===== src/sv/bftl_pkg.sv =====
// ============================================================================
// bftl_pkg
// Shared types, codes and arithmetic helpers for the bitmap font text layout.
// ============================================================================
package bftl_pkg;

    localparam int POS_W          = 20;
    localparam int CFG_IDX_W      = 3;
    localparam int CFG_DATA_W     = 20;
    localparam int QUEUE_DEPTH_DEF = 2;

    localparam logic signed [POS_W-1:0] POS_MAX = 20'sh7FFFF;
    localparam logic signed [POS_W-1:0] POS_MIN = 20'sh80000;

    localparam logic [CFG_IDX_W-1:0] REG_START_X     = 3'd0;
    localparam logic [CFG_IDX_W-1:0] REG_MAX_WIDTH   = 3'd1;
    localparam logic [CFG_IDX_W-1:0] REG_LINE_HEIGHT = 3'd2;
    localparam logic [CFG_IDX_W-1:0] REG_SCALE       = 3'd3;
    localparam logic [CFG_IDX_W-1:0] REG_ATLAS_MIN_X = 3'd4;
    localparam logic [CFG_IDX_W-1:0] REG_ATLAS_MIN_Y = 3'd5;
    localparam logic [CFG_IDX_W-1:0] REG_ATLAS_MAX_X = 3'd6;
    localparam logic [CFG_IDX_W-1:0] REG_ATLAS_MAX_Y = 3'd7;

    typedef enum logic [1:0] {
        CMD_START   = 2'd0,
        CMD_GLYPH   = 2'd1,
        CMD_NEWLINE = 2'd2
    } cmd_t;

    typedef struct packed {
        logic signed [19:0] start_x;
        logic [18:0]        max_width;
        logic [7:0]         line_height;
        logic [11:0]        scale;
        logic [12:0]        amin_x;
        logic [12:0]        amin_y;
        logic [12:0]        amax_x;
        logic [12:0]        amax_y;
    } cfg_t;

    typedef struct packed {
        cmd_t               kind;
        logic signed [19:0] origin_y;
        logic [15:0]        lh;
        logic [15:0]        adv;
        logic signed [16:0] xo_s;
        logic signed [16:0] yo_s;
        logic [15:0]        qw;
        logic [15:0]        qh;
        logic [12:0]        tmin_x;
        logic [12:0]        tmin_y;
        logic [12:0]        tmax_x;
        logic [12:0]        tmax_y;
    } work_t;

    function automatic logic signed [19:0] sat_pos(input logic signed [20:0] v);
        logic signed [19:0] r;
        if (v[20] != v[19])
        begin
            r = v[20] ? POS_MIN : POS_MAX;
        end
        else
        begin
            r = v[19:0];
        end
        return r;
    endfunction

    function automatic logic [15:0] scale_u8(input logic [7:0] a, input logic [11:0] s);
        logic [19:0] p;
        p = {12'd0, a} * {8'd0, s};
        return p[19:4];
    endfunction

    // Floor rounding falls out of dropping the low bits of the signed product.
    function automatic logic signed [16:0] scale_s8(input logic [7:0] a,
                                                   input logic [11:0] s);
        logic signed [20:0] p;
        p = $signed({{13{a[7]}}, a}) * $signed({9'd0, s});
        return p[20:4];
    endfunction

    function automatic logic [12:0] clamp13(input logic [13:0] v,
                                            input logic [12:0] lo,
                                            input logic [12:0] hi);
        logic [13:0] t;
        t = (v < {1'b0, lo}) ? {1'b0, lo} : v;
        if (t > {1'b0, hi})
        begin
            t = {1'b0, hi};
        end
        return t[12:0];
    endfunction

endpackage


===== src/sv/bftl_if.sv =====
// ============================================================================
// bftl_in_if / bftl_out_if
// Valid/ready channels for glyph commands and for laid-out quads.
// ============================================================================
interface bftl_in_if;
    logic               valid;
    logic               ready;
    logic [1:0]         cmd;
    logic signed [19:0] origin_y;
    logic [11:0]        glyph_x;
    logic [11:0]        glyph_y;
    logic [7:0]         glyph_width;
    logic [7:0]         glyph_height;
    logic signed [7:0]  glyph_xoff;
    logic signed [7:0]  glyph_yoff;
    logic [7:0]         glyph_advance;

    modport source (
        output valid, cmd, origin_y, glyph_x, glyph_y, glyph_width, glyph_height,
               glyph_xoff, glyph_yoff, glyph_advance,
        input  ready
    );
    modport sink (
        input  valid, cmd, origin_y, glyph_x, glyph_y, glyph_width, glyph_height,
               glyph_xoff, glyph_yoff, glyph_advance,
        output ready
    );
endinterface

interface bftl_out_if;
    logic               valid;
    logic               ready;
    logic signed [19:0] quad_x;
    logic signed [19:0] quad_y;
    logic [15:0]        quad_w;
    logic [15:0]        quad_h;
    logic [12:0]        tex_min_x;
    logic [12:0]        tex_min_y;
    logic [12:0]        tex_max_x;
    logic [12:0]        tex_max_y;

    modport source (
        output valid, quad_x, quad_y, quad_w, quad_h,
               tex_min_x, tex_min_y, tex_max_x, tex_max_y,
        input  ready
    );
    modport sink (
        input  valid, quad_x, quad_y, quad_w, quad_h,
               tex_min_x, tex_min_y, tex_max_x, tex_max_y,
        output ready
    );
endinterface


===== src/sv/bftl_front.sv =====
// ============================================================================
// bftl_front
// Accepts commands, drops unused codes, and computes every pen-independent
// term of an item: scaled metrics and the clamped atlas rectangle.
// ============================================================================
module bftl_front
    import bftl_pkg::*;
(
    input  cfg_t        cfg,
    bftl_in_if.sink     glyphs,
    output logic        push_valid,
    output work_t       push_data,
    input  logic        push_ready
);

    logic        legal;
    logic [13:0] base_x;
    logic [13:0] base_y;

    assign glyphs.ready = push_ready;
    assign push_valid   = glyphs.valid && legal;

    assign base_x = {1'b0, cfg.amin_x} + {2'd0, glyphs.glyph_x};
    assign base_y = {1'b0, cfg.amin_y} + {2'd0, glyphs.glyph_y};

    always_comb
    begin
        legal          = 1'b1;
        push_data.kind = CMD_GLYPH;
        case (glyphs.cmd)
            CMD_START:   push_data.kind = CMD_START;
            CMD_GLYPH:   push_data.kind = CMD_GLYPH;
            CMD_NEWLINE: push_data.kind = CMD_NEWLINE;
            default:     legal = 1'b0;
        endcase
        push_data.origin_y = glyphs.origin_y;
        push_data.lh       = scale_u8(cfg.line_height, cfg.scale);
        push_data.adv      = scale_u8(glyphs.glyph_advance, cfg.scale);
        push_data.xo_s     = scale_s8(glyphs.glyph_xoff, cfg.scale);
        push_data.yo_s     = scale_s8(glyphs.glyph_yoff, cfg.scale);
        push_data.qw       = scale_u8(glyphs.glyph_width, cfg.scale);
        push_data.qh       = scale_u8(glyphs.glyph_height, cfg.scale);
        push_data.tmin_x   = clamp13(base_x, cfg.amin_x, cfg.amax_x);
        push_data.tmin_y   = clamp13(base_y, cfg.amin_y, cfg.amax_y);
        push_data.tmax_x   = clamp13(base_x + {6'd0, glyphs.glyph_width},
                                     cfg.amin_x, cfg.amax_x);
        push_data.tmax_y   = clamp13(base_y + {6'd0, glyphs.glyph_height},
                                     cfg.amin_y, cfg.amax_y);
    end

endmodule


===== src/sv/bftl_queue.sv =====
// ============================================================================
// bftl_queue
// Short first-in first-out queue of work items between front and back.
// ============================================================================
module bftl_queue
    import bftl_pkg::*;
#(
    parameter int DEPTH = QUEUE_DEPTH_DEF
)
(
    input  logic  clk,
    input  logic  rst_n,
    input  logic  push_valid,
    input  work_t push_data,
    output logic  push_ready,
    output logic  pop_valid,
    output work_t pop_data,
    input  logic  pop_ready
);

    localparam int PTR_W = (DEPTH > 1) ? $clog2(DEPTH) : 1;
    localparam int CNT_W = $clog2(DEPTH + 1);
    localparam logic [PTR_W-1:0] LAST  = PTR_W'(DEPTH - 1);
    localparam logic [CNT_W-1:0] FULLC = CNT_W'(DEPTH);

    work_t            entries [DEPTH];
    logic [PTR_W-1:0] wr_ptr_reg;
    logic [PTR_W-1:0] rd_ptr_reg;
    logic [CNT_W-1:0] count_reg;
    logic             do_push;
    logic             do_pop;

    assign push_ready = (count_reg != FULLC);
    assign pop_valid  = (count_reg != '0);
    assign pop_data   = entries[rd_ptr_reg];
    assign do_push    = push_valid && push_ready;
    assign do_pop     = pop_valid && pop_ready;

    always_ff @(posedge clk)
    begin
        if (do_push)
        begin
            entries[wr_ptr_reg] <= push_data;
        end
    end

    always_ff @(posedge clk or negedge rst_n)
    begin
        if (!rst_n)
        begin
            wr_ptr_reg <= '0;
            rd_ptr_reg <= '0;
            count_reg  <= '0;
        end
        else
        begin
            if (do_push)
            begin
                wr_ptr_reg <= (wr_ptr_reg == LAST) ? '0 : wr_ptr_reg + 1'b1;
            end
            if (do_pop)
            begin
                rd_ptr_reg <= (rd_ptr_reg == LAST) ? '0 : rd_ptr_reg + 1'b1;
            end
            if (do_push && !do_pop)
            begin
                count_reg <= count_reg + 1'b1;
            end
            else if (do_pop && !do_push)
            begin
                count_reg <= count_reg - 1'b1;
            end
        end
    end

endmodule


===== src/sv/bftl_back.sv =====
// ============================================================================
// bftl_back
// Holds the pen, applies wrap, start and newline, and registers each quad.
// ============================================================================
module bftl_back
    import bftl_pkg::*;
(
    input  logic        clk,
    input  logic        rst_n,
    input  cfg_t        cfg,
    input  logic        pop_valid,
    input  work_t       pop_data,
    output logic        pop_ready,
    bftl_out_if.source  quads
);

    logic signed [19:0] pen_x_reg;
    logic signed [19:0] pen_y_reg;
    logic               out_valid_reg;

    logic signed [19:0] quad_x_reg;
    logic signed [19:0] quad_y_reg;
    logic [15:0]        quad_w_reg;
    logic [15:0]        quad_h_reg;
    logic [12:0]        tex_min_x_reg;
    logic [12:0]        tex_min_y_reg;
    logic [12:0]        tex_max_x_reg;
    logic [12:0]        tex_max_y_reg;

    logic [20:0]        diff;
    logic [21:0]        room;
    logic               wrap;
    logic signed [19:0] lh_y;
    logic signed [19:0] px;
    logic signed [19:0] py;
    logic signed [19:0] qx;
    logic signed [19:0] qy;
    logic signed [19:0] pen_x_next;
    logic               out_free;
    logic               do_pop;

    assign out_free  = !out_valid_reg || quads.ready;
    assign pop_ready = (pop_data.kind != CMD_GLYPH) || out_free;
    assign do_pop    = pop_valid && pop_ready;

    assign diff = {pen_x_reg[19], pen_x_reg} - {cfg.start_x[19], cfg.start_x};
    assign room = {diff[20], diff} + {6'd0, pop_data.adv};
    assign wrap = $signed(room) > $signed({3'd0, cfg.max_width});
    assign lh_y = sat_pos({pen_y_reg[19], pen_y_reg} + {5'd0, pop_data.lh});
    assign px   = wrap ? cfg.start_x : pen_x_reg;
    assign py   = wrap ? lh_y : pen_y_reg;
    assign qx   = sat_pos({px[19], px} + {{4{pop_data.xo_s[16]}}, pop_data.xo_s});
    assign qy   = sat_pos({py[19], py} + {{4{pop_data.yo_s[16]}}, pop_data.yo_s});
    assign pen_x_next = sat_pos({px[19], px} + {5'd0, pop_data.adv});

    always_ff @(posedge clk or negedge rst_n)
    begin
        if (!rst_n)
        begin
            pen_x_reg     <= '0;
            pen_y_reg     <= '0;
            out_valid_reg <= 1'b0;
        end
        else
        begin
            if (do_pop && (pop_data.kind == CMD_GLYPH))
            begin
                out_valid_reg <= 1'b1;
            end
            else if (quads.ready)
            begin
                out_valid_reg <= 1'b0;
            end
            if (do_pop)
            begin
                case (pop_data.kind)
                    CMD_START:
                    begin
                        pen_x_reg <= cfg.start_x;
                        pen_y_reg <= pop_data.origin_y;
                    end
                    CMD_NEWLINE:
                    begin
                        pen_x_reg <= cfg.start_x;
                        pen_y_reg <= lh_y;
                    end
                    CMD_GLYPH:
                    begin
                        pen_x_reg <= pen_x_next;
                        pen_y_reg <= py;
                    end
                    default:
                    begin
                        pen_x_reg <= pen_x_reg;
                    end
                endcase
            end
        end
    end

    always_ff @(posedge clk)
    begin
        if (do_pop && (pop_data.kind == CMD_GLYPH))
        begin
            quad_x_reg    <= qx;
            quad_y_reg    <= qy;
            quad_w_reg    <= pop_data.qw;
            quad_h_reg    <= pop_data.qh;
            tex_min_x_reg <= pop_data.tmin_x;
            tex_min_y_reg <= pop_data.tmin_y;
            tex_max_x_reg <= pop_data.tmax_x;
            tex_max_y_reg <= pop_data.tmax_y;
        end
    end

    assign quads.valid     = out_valid_reg;
    assign quads.quad_x    = quad_x_reg;
    assign quads.quad_y    = quad_y_reg;
    assign quads.quad_w    = quad_w_reg;
    assign quads.quad_h    = quad_h_reg;
    assign quads.tex_min_x = tex_min_x_reg;
    assign quads.tex_min_y = tex_min_y_reg;
    assign quads.tex_max_x = tex_max_x_reg;
    assign quads.tex_max_y = tex_max_y_reg;

endmodule


===== src/sv/bitmap_font_text_layout_top.sv =====
// ============================================================================
// bitmap_font_text_layout_top
// Lays out bitmap-font glyphs along a pen with character wrapping.
// ============================================================================
//  Channel   Direction  Handshake        Payload
//  glyphs    in         valid / ready    cmd, origin_y, glyph metrics
//  quads     out        valid / ready    quad position and size, texel rect
//  cfg       in         cfg_we           cfg_index, cfg_data
//
//  One item is accepted per cycle while the queue has room; a glyph's item
//  is held in the queue and then registered as a quad in the back stage.
//  The rate is set by the pen update in the back stage.
//  Reset clears the pen, the queue and the registers to their defaults.
//  A stalled output fills the queue of QUEUE_DEPTH items before input stalls.
// ============================================================================
module bitmap_font_text_layout_top
    import bftl_pkg::*;
#(
    parameter int QUEUE_DEPTH = QUEUE_DEPTH_DEF
)
(
    input  logic                  clk,
    input  logic                  rst_n,
    input  logic                  cfg_we,
    input  logic [CFG_IDX_W-1:0]  cfg_index,
    input  logic [CFG_DATA_W-1:0] cfg_data,
    bftl_in_if.sink               glyphs,
    bftl_out_if.source            quads
);

    cfg_t  cfg_reg;
    logic  push_valid;
    work_t push_data;
    logic  push_ready;
    logic  pop_valid;
    work_t pop_data;
    logic  pop_ready;

    always_ff @(posedge clk or negedge rst_n)
    begin
        if (!rst_n)
        begin
            cfg_reg.start_x     <= '0;
            cfg_reg.max_width   <= '0;
            cfg_reg.line_height <= '0;
            cfg_reg.scale       <= 12'd256;
            cfg_reg.amin_x      <= '0;
            cfg_reg.amin_y      <= '0;
            cfg_reg.amax_x      <= 13'd8191;
            cfg_reg.amax_y      <= 13'd8191;
        end
        else if (cfg_we)
        begin
            case (cfg_index)
                REG_START_X:     cfg_reg.start_x     <= cfg_data;
                REG_MAX_WIDTH:   cfg_reg.max_width   <= cfg_data[18:0];
                REG_LINE_HEIGHT: cfg_reg.line_height <= cfg_data[7:0];
                REG_SCALE:       cfg_reg.scale       <= cfg_data[11:0];
                REG_ATLAS_MIN_X: cfg_reg.amin_x      <= cfg_data[12:0];
                REG_ATLAS_MIN_Y: cfg_reg.amin_y      <= cfg_data[12:0];
                REG_ATLAS_MAX_X: cfg_reg.amax_x      <= cfg_data[12:0];
                REG_ATLAS_MAX_Y: cfg_reg.amax_y      <= cfg_data[12:0];
                default:         cfg_reg             <= cfg_reg;
            endcase
        end
    end

    bftl_front u_front (
        .cfg        (cfg_reg),
        .glyphs     (glyphs),
        .push_valid (push_valid),
        .push_data  (push_data),
        .push_ready (push_ready)
    );

    bftl_queue #(
        .DEPTH (QUEUE_DEPTH)
    ) u_queue (
        .clk        (clk),
        .rst_n      (rst_n),
        .push_valid (push_valid),
        .push_data  (push_data),
        .push_ready (push_ready),
        .pop_valid  (pop_valid),
        .pop_data   (pop_data),
        .pop_ready  (pop_ready)
    );

    bftl_back u_back (
        .clk       (clk),
        .rst_n     (rst_n),
        .cfg       (cfg_reg),
        .pop_valid (pop_valid),
        .pop_data  (pop_data),
        .pop_ready (pop_ready),
        .quads     (quads)
    );

endmodule

===== src/flat_wrapper.sv =====
// flat-port wrapper written by rule: the top's interface ports become plain ports
module bitmap_font_text_layout_top_flat import bftl_pkg::*;
#(
    parameter int QUEUE_DEPTH = QUEUE_DEPTH_DEF
)
  (clk, rst_n, cfg_we, cfg_index, cfg_data, glyphs_valid, glyphs_cmd, glyphs_origin_y, glyphs_glyph_x, glyphs_glyph_y, glyphs_glyph_width, glyphs_glyph_height, glyphs_glyph_xoff, glyphs_glyph_yoff, glyphs_glyph_advance, glyphs_ready, quads_valid, quads_quad_x, quads_quad_y, quads_quad_w, quads_quad_h, quads_tex_min_x, quads_tex_min_y, quads_tex_max_x, quads_tex_max_y, quads_ready);
  bftl_in_if glyphs_i ();
  bftl_out_if quads_i ();
  input  logic clk;
  input  logic rst_n;
  input  logic cfg_we;
  input  logic [CFG_IDX_W-1:0] cfg_index;
  input  logic [CFG_DATA_W-1:0] cfg_data;
  input wire logic [$bits(glyphs_i.valid)-1:0] glyphs_valid;
  input wire logic [$bits(glyphs_i.cmd)-1:0] glyphs_cmd;
  input wire logic [$bits(glyphs_i.origin_y)-1:0] glyphs_origin_y;
  input wire logic [$bits(glyphs_i.glyph_x)-1:0] glyphs_glyph_x;
  input wire logic [$bits(glyphs_i.glyph_y)-1:0] glyphs_glyph_y;
  input wire logic [$bits(glyphs_i.glyph_width)-1:0] glyphs_glyph_width;
  input wire logic [$bits(glyphs_i.glyph_height)-1:0] glyphs_glyph_height;
  input wire logic [$bits(glyphs_i.glyph_xoff)-1:0] glyphs_glyph_xoff;
  input wire logic [$bits(glyphs_i.glyph_yoff)-1:0] glyphs_glyph_yoff;
  input wire logic [$bits(glyphs_i.glyph_advance)-1:0] glyphs_glyph_advance;
  output wire logic [$bits(glyphs_i.ready)-1:0] glyphs_ready;
  output wire logic [$bits(quads_i.valid)-1:0] quads_valid;
  output wire logic [$bits(quads_i.quad_x)-1:0] quads_quad_x;
  output wire logic [$bits(quads_i.quad_y)-1:0] quads_quad_y;
  output wire logic [$bits(quads_i.quad_w)-1:0] quads_quad_w;
  output wire logic [$bits(quads_i.quad_h)-1:0] quads_quad_h;
  output wire logic [$bits(quads_i.tex_min_x)-1:0] quads_tex_min_x;
  output wire logic [$bits(quads_i.tex_min_y)-1:0] quads_tex_min_y;
  output wire logic [$bits(quads_i.tex_max_x)-1:0] quads_tex_max_x;
  output wire logic [$bits(quads_i.tex_max_y)-1:0] quads_tex_max_y;
  input wire logic [$bits(quads_i.ready)-1:0] quads_ready;
  assign glyphs_i.valid = glyphs_valid;
  assign glyphs_i.cmd = glyphs_cmd;
  assign glyphs_i.origin_y = glyphs_origin_y;
  assign glyphs_i.glyph_x = glyphs_glyph_x;
  assign glyphs_i.glyph_y = glyphs_glyph_y;
  assign glyphs_i.glyph_width = glyphs_glyph_width;
  assign glyphs_i.glyph_height = glyphs_glyph_height;
  assign glyphs_i.glyph_xoff = glyphs_glyph_xoff;
  assign glyphs_i.glyph_yoff = glyphs_glyph_yoff;
  assign glyphs_i.glyph_advance = glyphs_glyph_advance;
  assign glyphs_ready = glyphs_i.ready;
  assign quads_valid = quads_i.valid;
  assign quads_quad_x = quads_i.quad_x;
  assign quads_quad_y = quads_i.quad_y;
  assign quads_quad_w = quads_i.quad_w;
  assign quads_quad_h = quads_i.quad_h;
  assign quads_tex_min_x = quads_i.tex_min_x;
  assign quads_tex_min_y = quads_i.tex_min_y;
  assign quads_tex_max_x = quads_i.tex_max_x;
  assign quads_tex_max_y = quads_i.tex_max_y;
  assign quads_i.ready = quads_ready;
  bitmap_font_text_layout_top #(.QUEUE_DEPTH(QUEUE_DEPTH)) u_core (.clk(clk), .rst_n(rst_n), .cfg_we(cfg_we), .cfg_index(cfg_index), .cfg_data(cfg_data), .glyphs(glyphs_i), .quads(quads_i));
endmodule

===== config.mk =====
export PLATFORM = sky130hd
export DESIGN_NAME = bitmap_font_text_layout_top_flat
export DESIGN_NICKNAME = d
export VERILOG_FILES = /design/src/sv/bftl_pkg.sv /design/src/sv/bftl_if.sv /design/src/sv/bftl_front.sv /design/src/sv/bftl_queue.sv /design/src/sv/bftl_back.sv /design/src/sv/bitmap_font_text_layout_top.sv /design/src/flat_wrapper.sv
export SDC_FILE = /design/constraint.sdc
export NUM_CORES = 2
export LEC_CHECK = 0
export BUFFER_PORTS_ARGS = -buffer_cell sky130_fd_sc_hd__buf_2
export CELL_PAD_IN_SITES_DETAIL_PLACEMENT = 0
export CELL_PAD_IN_SITES_GLOBAL_PLACEMENT = 2
export CORE_MARGIN = 2
export CORE_UTILIZATION = 30
export CTS_BUF_LIST = sky130_fd_sc_hd__clkbuf_8
export DETAILED_ROUTE_END_ITERATION = 16
export HOLD_SLACK_MARGIN = 0.1
export PLACE_DENSITY_LB_ADDON = 0.1
export SETUP_SLACK_MARGIN = 0.2
export SYNTH_ARGS = -nofsm -noshare
export SYNTH_HDL_FRONTEND = slang
export SYNTH_SLANG_ARGS = --single-unit

===== constraint.sdc =====
create_clock -name clk -period 10.13 [get_ports clk]
set_input_delay 2.5325 -clock clk [delete_from_list [all_inputs] [get_ports clk]]
set_output_delay 2.5325 -clock clk [all_outputs]
set_load 0.05 [all_outputs]

==> flow_summary.toml <==
[outcome]
status = "complete, no violations"

[worst_setup_path]
ff2ff_setup_slack_ps = 910
path_class = "flip-flop to flip-flop"
critPathMaxStageDelay_ps = 610
cp-end-kind = "flip-flop"
cp_max_fo = 19
cp_data_required_time_ps = 10850
cp_slowest_cell = "dfrtp_4"
startpoint_type = "flip-flop"
cp_common_cell = "a21oi_1"
reg2reg_depth = 35
cp_data_arrival_time_ps = 9940
timing.rr.end = "u_core.u_back.quads.quad_x[15]"
r2r-start = "u_core.u_queue.rd_ptr_reg"

[global_route]
grt_pass1_wl_um = 240000
antenna_found_initial = 29
grt_max_degree = 99
grt_pass1_vias = 37900
grtUsageTotal_pct = 17.7
grt_overflow = 0

[drt]
via_per_inst = 4.72
wirelength_um = 156000
route.detailed.drc = 0
drt-initial-drc-count = 1769
num_vias = 35600
ant_nets = 0
wl_per_cell_um = 20.7
first_pass_iters = 6

[synthesis]
ys_seq_elements = 624
yosysTopAreaCell = "edfxtp_1"
netlist.area_leader.share_pct = 26.9
syn_avg_cell_area_um2 = 10.7
synth_nets = 5900
synth.area.top_cells = "edfxtp_1 27%, fa_1 15%, ha_1 12%"
synthCells = 4894
ys_types = 98
async_flop_share_pct = 25.0
synthFlopType = "edfxtp_1"
yosysSeqAreaShare_pct = 34.5
synth_edf_count = 468
synth_area_um2 = 52200
yosys_warnings = 0

[die]
core_um2 = 173000
dieWidth_um = 421
fp.dieH_um = 421
rows = 153
num_io_pins = 240
dieArea_um2 = 177000
start_util_pct = 30.1

[timing]
setup_viol = 0
slew_violations = 0
tns_ps = 0
period_minus_slack_ps = 9220
fin_skew_ps = 57.2
holdWs_ps = 508
max_freq_mhz = 108
hold_violations = 0
min_period_over_period_pct = 91.0
worst_pin_slew_ps = 1140
slew_headroom_pct = 23.8
rsz0062_at_grt = "no"

[placement]
place_congestion = 0.800
placed_area_um2 = 56000
dpl.cell_count = 7331
portBuffers = 239
hpwl_um = 118000

[cells_and_area]
syn_to_final_growth_pct = 12.2
nets = 6132
drive_gt1_share_pct = 16.7
final_cell_count_no_fill = 7550
largest_reg_flops = 344
finalInstanceArea_um2 = 58500
nFillCells = 17700

[clocking]
clock_sinks = 624
cts_max_level = 3
clockRootBuffer = "clkbuf_8"
numCtsBuffers = 116
cts_tree = "yes"
clk_latency_ps = 900
clk_path_buf_depth = 3
path_clk_slew_ps = 60

[hold_path]
min_to = "u_core.u_queue.count_reg[1]"
hold_class = "flip-flop to flip-flop"
whs_path_depth = 1
min_from = "u_core.u_queue.count_reg[1]"

[job]
cap_violations = 0
==> worst max-delay path by stage <==
stage / depth (start not counted) / endpoint / start
floorplan: 42 / u_core.u_back.quads.quad_x[10] / u_core.u_queue.rd_ptr_reg
global placement: 36 / u_core.u_back.quads.quad_y[2] / u_core.u_queue.rd_ptr_reg
detailed placement: 36 / u_core.u_back.quads.quad_x[0] / u_core.u_queue.rd_ptr_reg
CTS: 36 / u_core.u_back.quads.quad_x[1] / u_core.u_queue.rd_ptr_reg
global route: 36 / u_core.u_back.pen_x_reg[2] / u_core.u_queue.rd_ptr_reg
finish: 35 / u_core.u_back.quads.quad_x[15] / u_core.u_queue.rd_ptr_reg
==> cells in the mapped netlist (9+ instances only) <==
cell,number
a21oi_1,222
o21bai_1,30
and3_1,17
dfrtp_1,129
a21boi_0,21
clkbuf_1,157
buf_2,11
nor2b_1,35
nor3_1,50
nand2_1,432
dfstp_2,27
and2_1,298
or3_1,24
nor2_1,167
mux2i_1,48
xor2_1,46
mux2_2,290
a21o_1,82
a31oi_1,23
o22ai_2,9
nand4_1,21
mux2_4,15
xnor2_1,141
o21ai_0,193
a211oi_1,18
edfxtp_1,468
fa_1,384
buf_1,10
o31ai_1,23
o21a_1,42
nand2b_1,52
a22o_1,14
a22oi_1,11
ha_1,508
o21ai_1,10
inv_1,635
nand3_1,52
==> placed cells by master, fill, tap and decap left out, types with 30 or more instances in the layout <==
| cell type | netlist | layout |
|---|---|---|
| nand2_1 | 432 | 431 |
| and2_1 | 298 | 297 |
| nand2b_1 | 52 | 51 |
| ha_1 | 508 | 508 |
| mux2_2 | 290 | 290 |
| fa_1 | 384 | 384 |
| nand3_1 | 52 | 52 |
| a21o_1 | 82 | 82 |
| clkbuf_8 | 0 | 118 |
| nor2_1 | 167 | 164 |
| inv_1 | 635 | 679 |
| a21oi_1 | 222 | 220 |
| buf_2 | 11 | 238 |
| edfxtp_1 | 468 | 468 |
| nor3_1 | 50 | 48 |
| xor2_1 | 46 | 45 |
| o21bai_1 | 30 | 30 |
| nor2b_1 | 35 | 35 |
| xnor2_1 | 141 | 141 |
| o21a_1 | 42 | 42 |
| dfrtp_1 | 129 | 121 |
| buf_4 | 5 | 60 |
| mux2i_1 | 48 | 48 |
| o21ai_0 | 193 | 192 |
==> layer usage <==
layer	vias to the layer above	GRT usage (%)	routed length, µm
met5	-	0	7
met4	2	4.48	3020
met3	165	2.01	4670
met2	571	28.9	72100
met1	17700	25.0	76600
li1	17200	-	-
==> critical path, delay by kind of cell, from the launching register on <==
family                   cells  cell delay (ps)
AO/OA/AOI/OAI               19             4150
XOR/XNOR                     1              150
adder cells (fa/ha/maj)      5             1570
buffers and inverters        2              310
flip-flops                   1              610
multiplexers                 2              620
AND/OR/NAND/NOR              6             1660
==> area by class of cell <==
| cell class | instances | area, µm² | share of cell area [%] |
|---|---|---|---|
| Clock inverter | 95 | 756 | 1.29 |
| Sequential cell | 624 | 18000 | 30.8 |
| Tap cell | 2325 | 2910 | 4.97 |
| Clock buffer | 118 | 1620 | 2.78 |
| Inverter | 635 | 2380 | 4.07 |
| Timing Repair Buffer | 302 | 1710 | 2.93 |
| Antenna cell | 4 | 10.0 | 0.0171 |
| Multi-Input combinational cell | 3447 | 31100 | 53.2 |
==> logic make-up after synthesis <==
logic type      after synthesis  synth area share (%)
simple gates               1203                  11.5
buf+inv                     824                  6.08
compound gates              803                  10.0
fa+ha+maj                   896                  27.0
mux                         355                  7.66
flops                       624                  34.5
xor+xnor                    189                  3.22
==> per-stage QoR <==
stage | utilization (%) | setup slack, ps
4_1_cts | 33.7 | 464
2_1_floorplan | - | 565
6_report | 33.8 | 913
5_1_grt | 33.8 | 209
3_3_place_gp | 32.3 | 682
3_5_place_dp | 32.3 | 500
==> repair_timing <==
action / 4_1_cts / 5_1_grt
hold buffers: 0 / 0
resized for setup: 0 / 12
setup buffers: 0 / 1
endpoints found under the setup margin: 0 / 54
endpoints found under the hold margin: 0 / 0
Power is left out: the tool's default activity adds up to more than one toggle a clock period on the data nets, which glitch-free logic cannot reach.
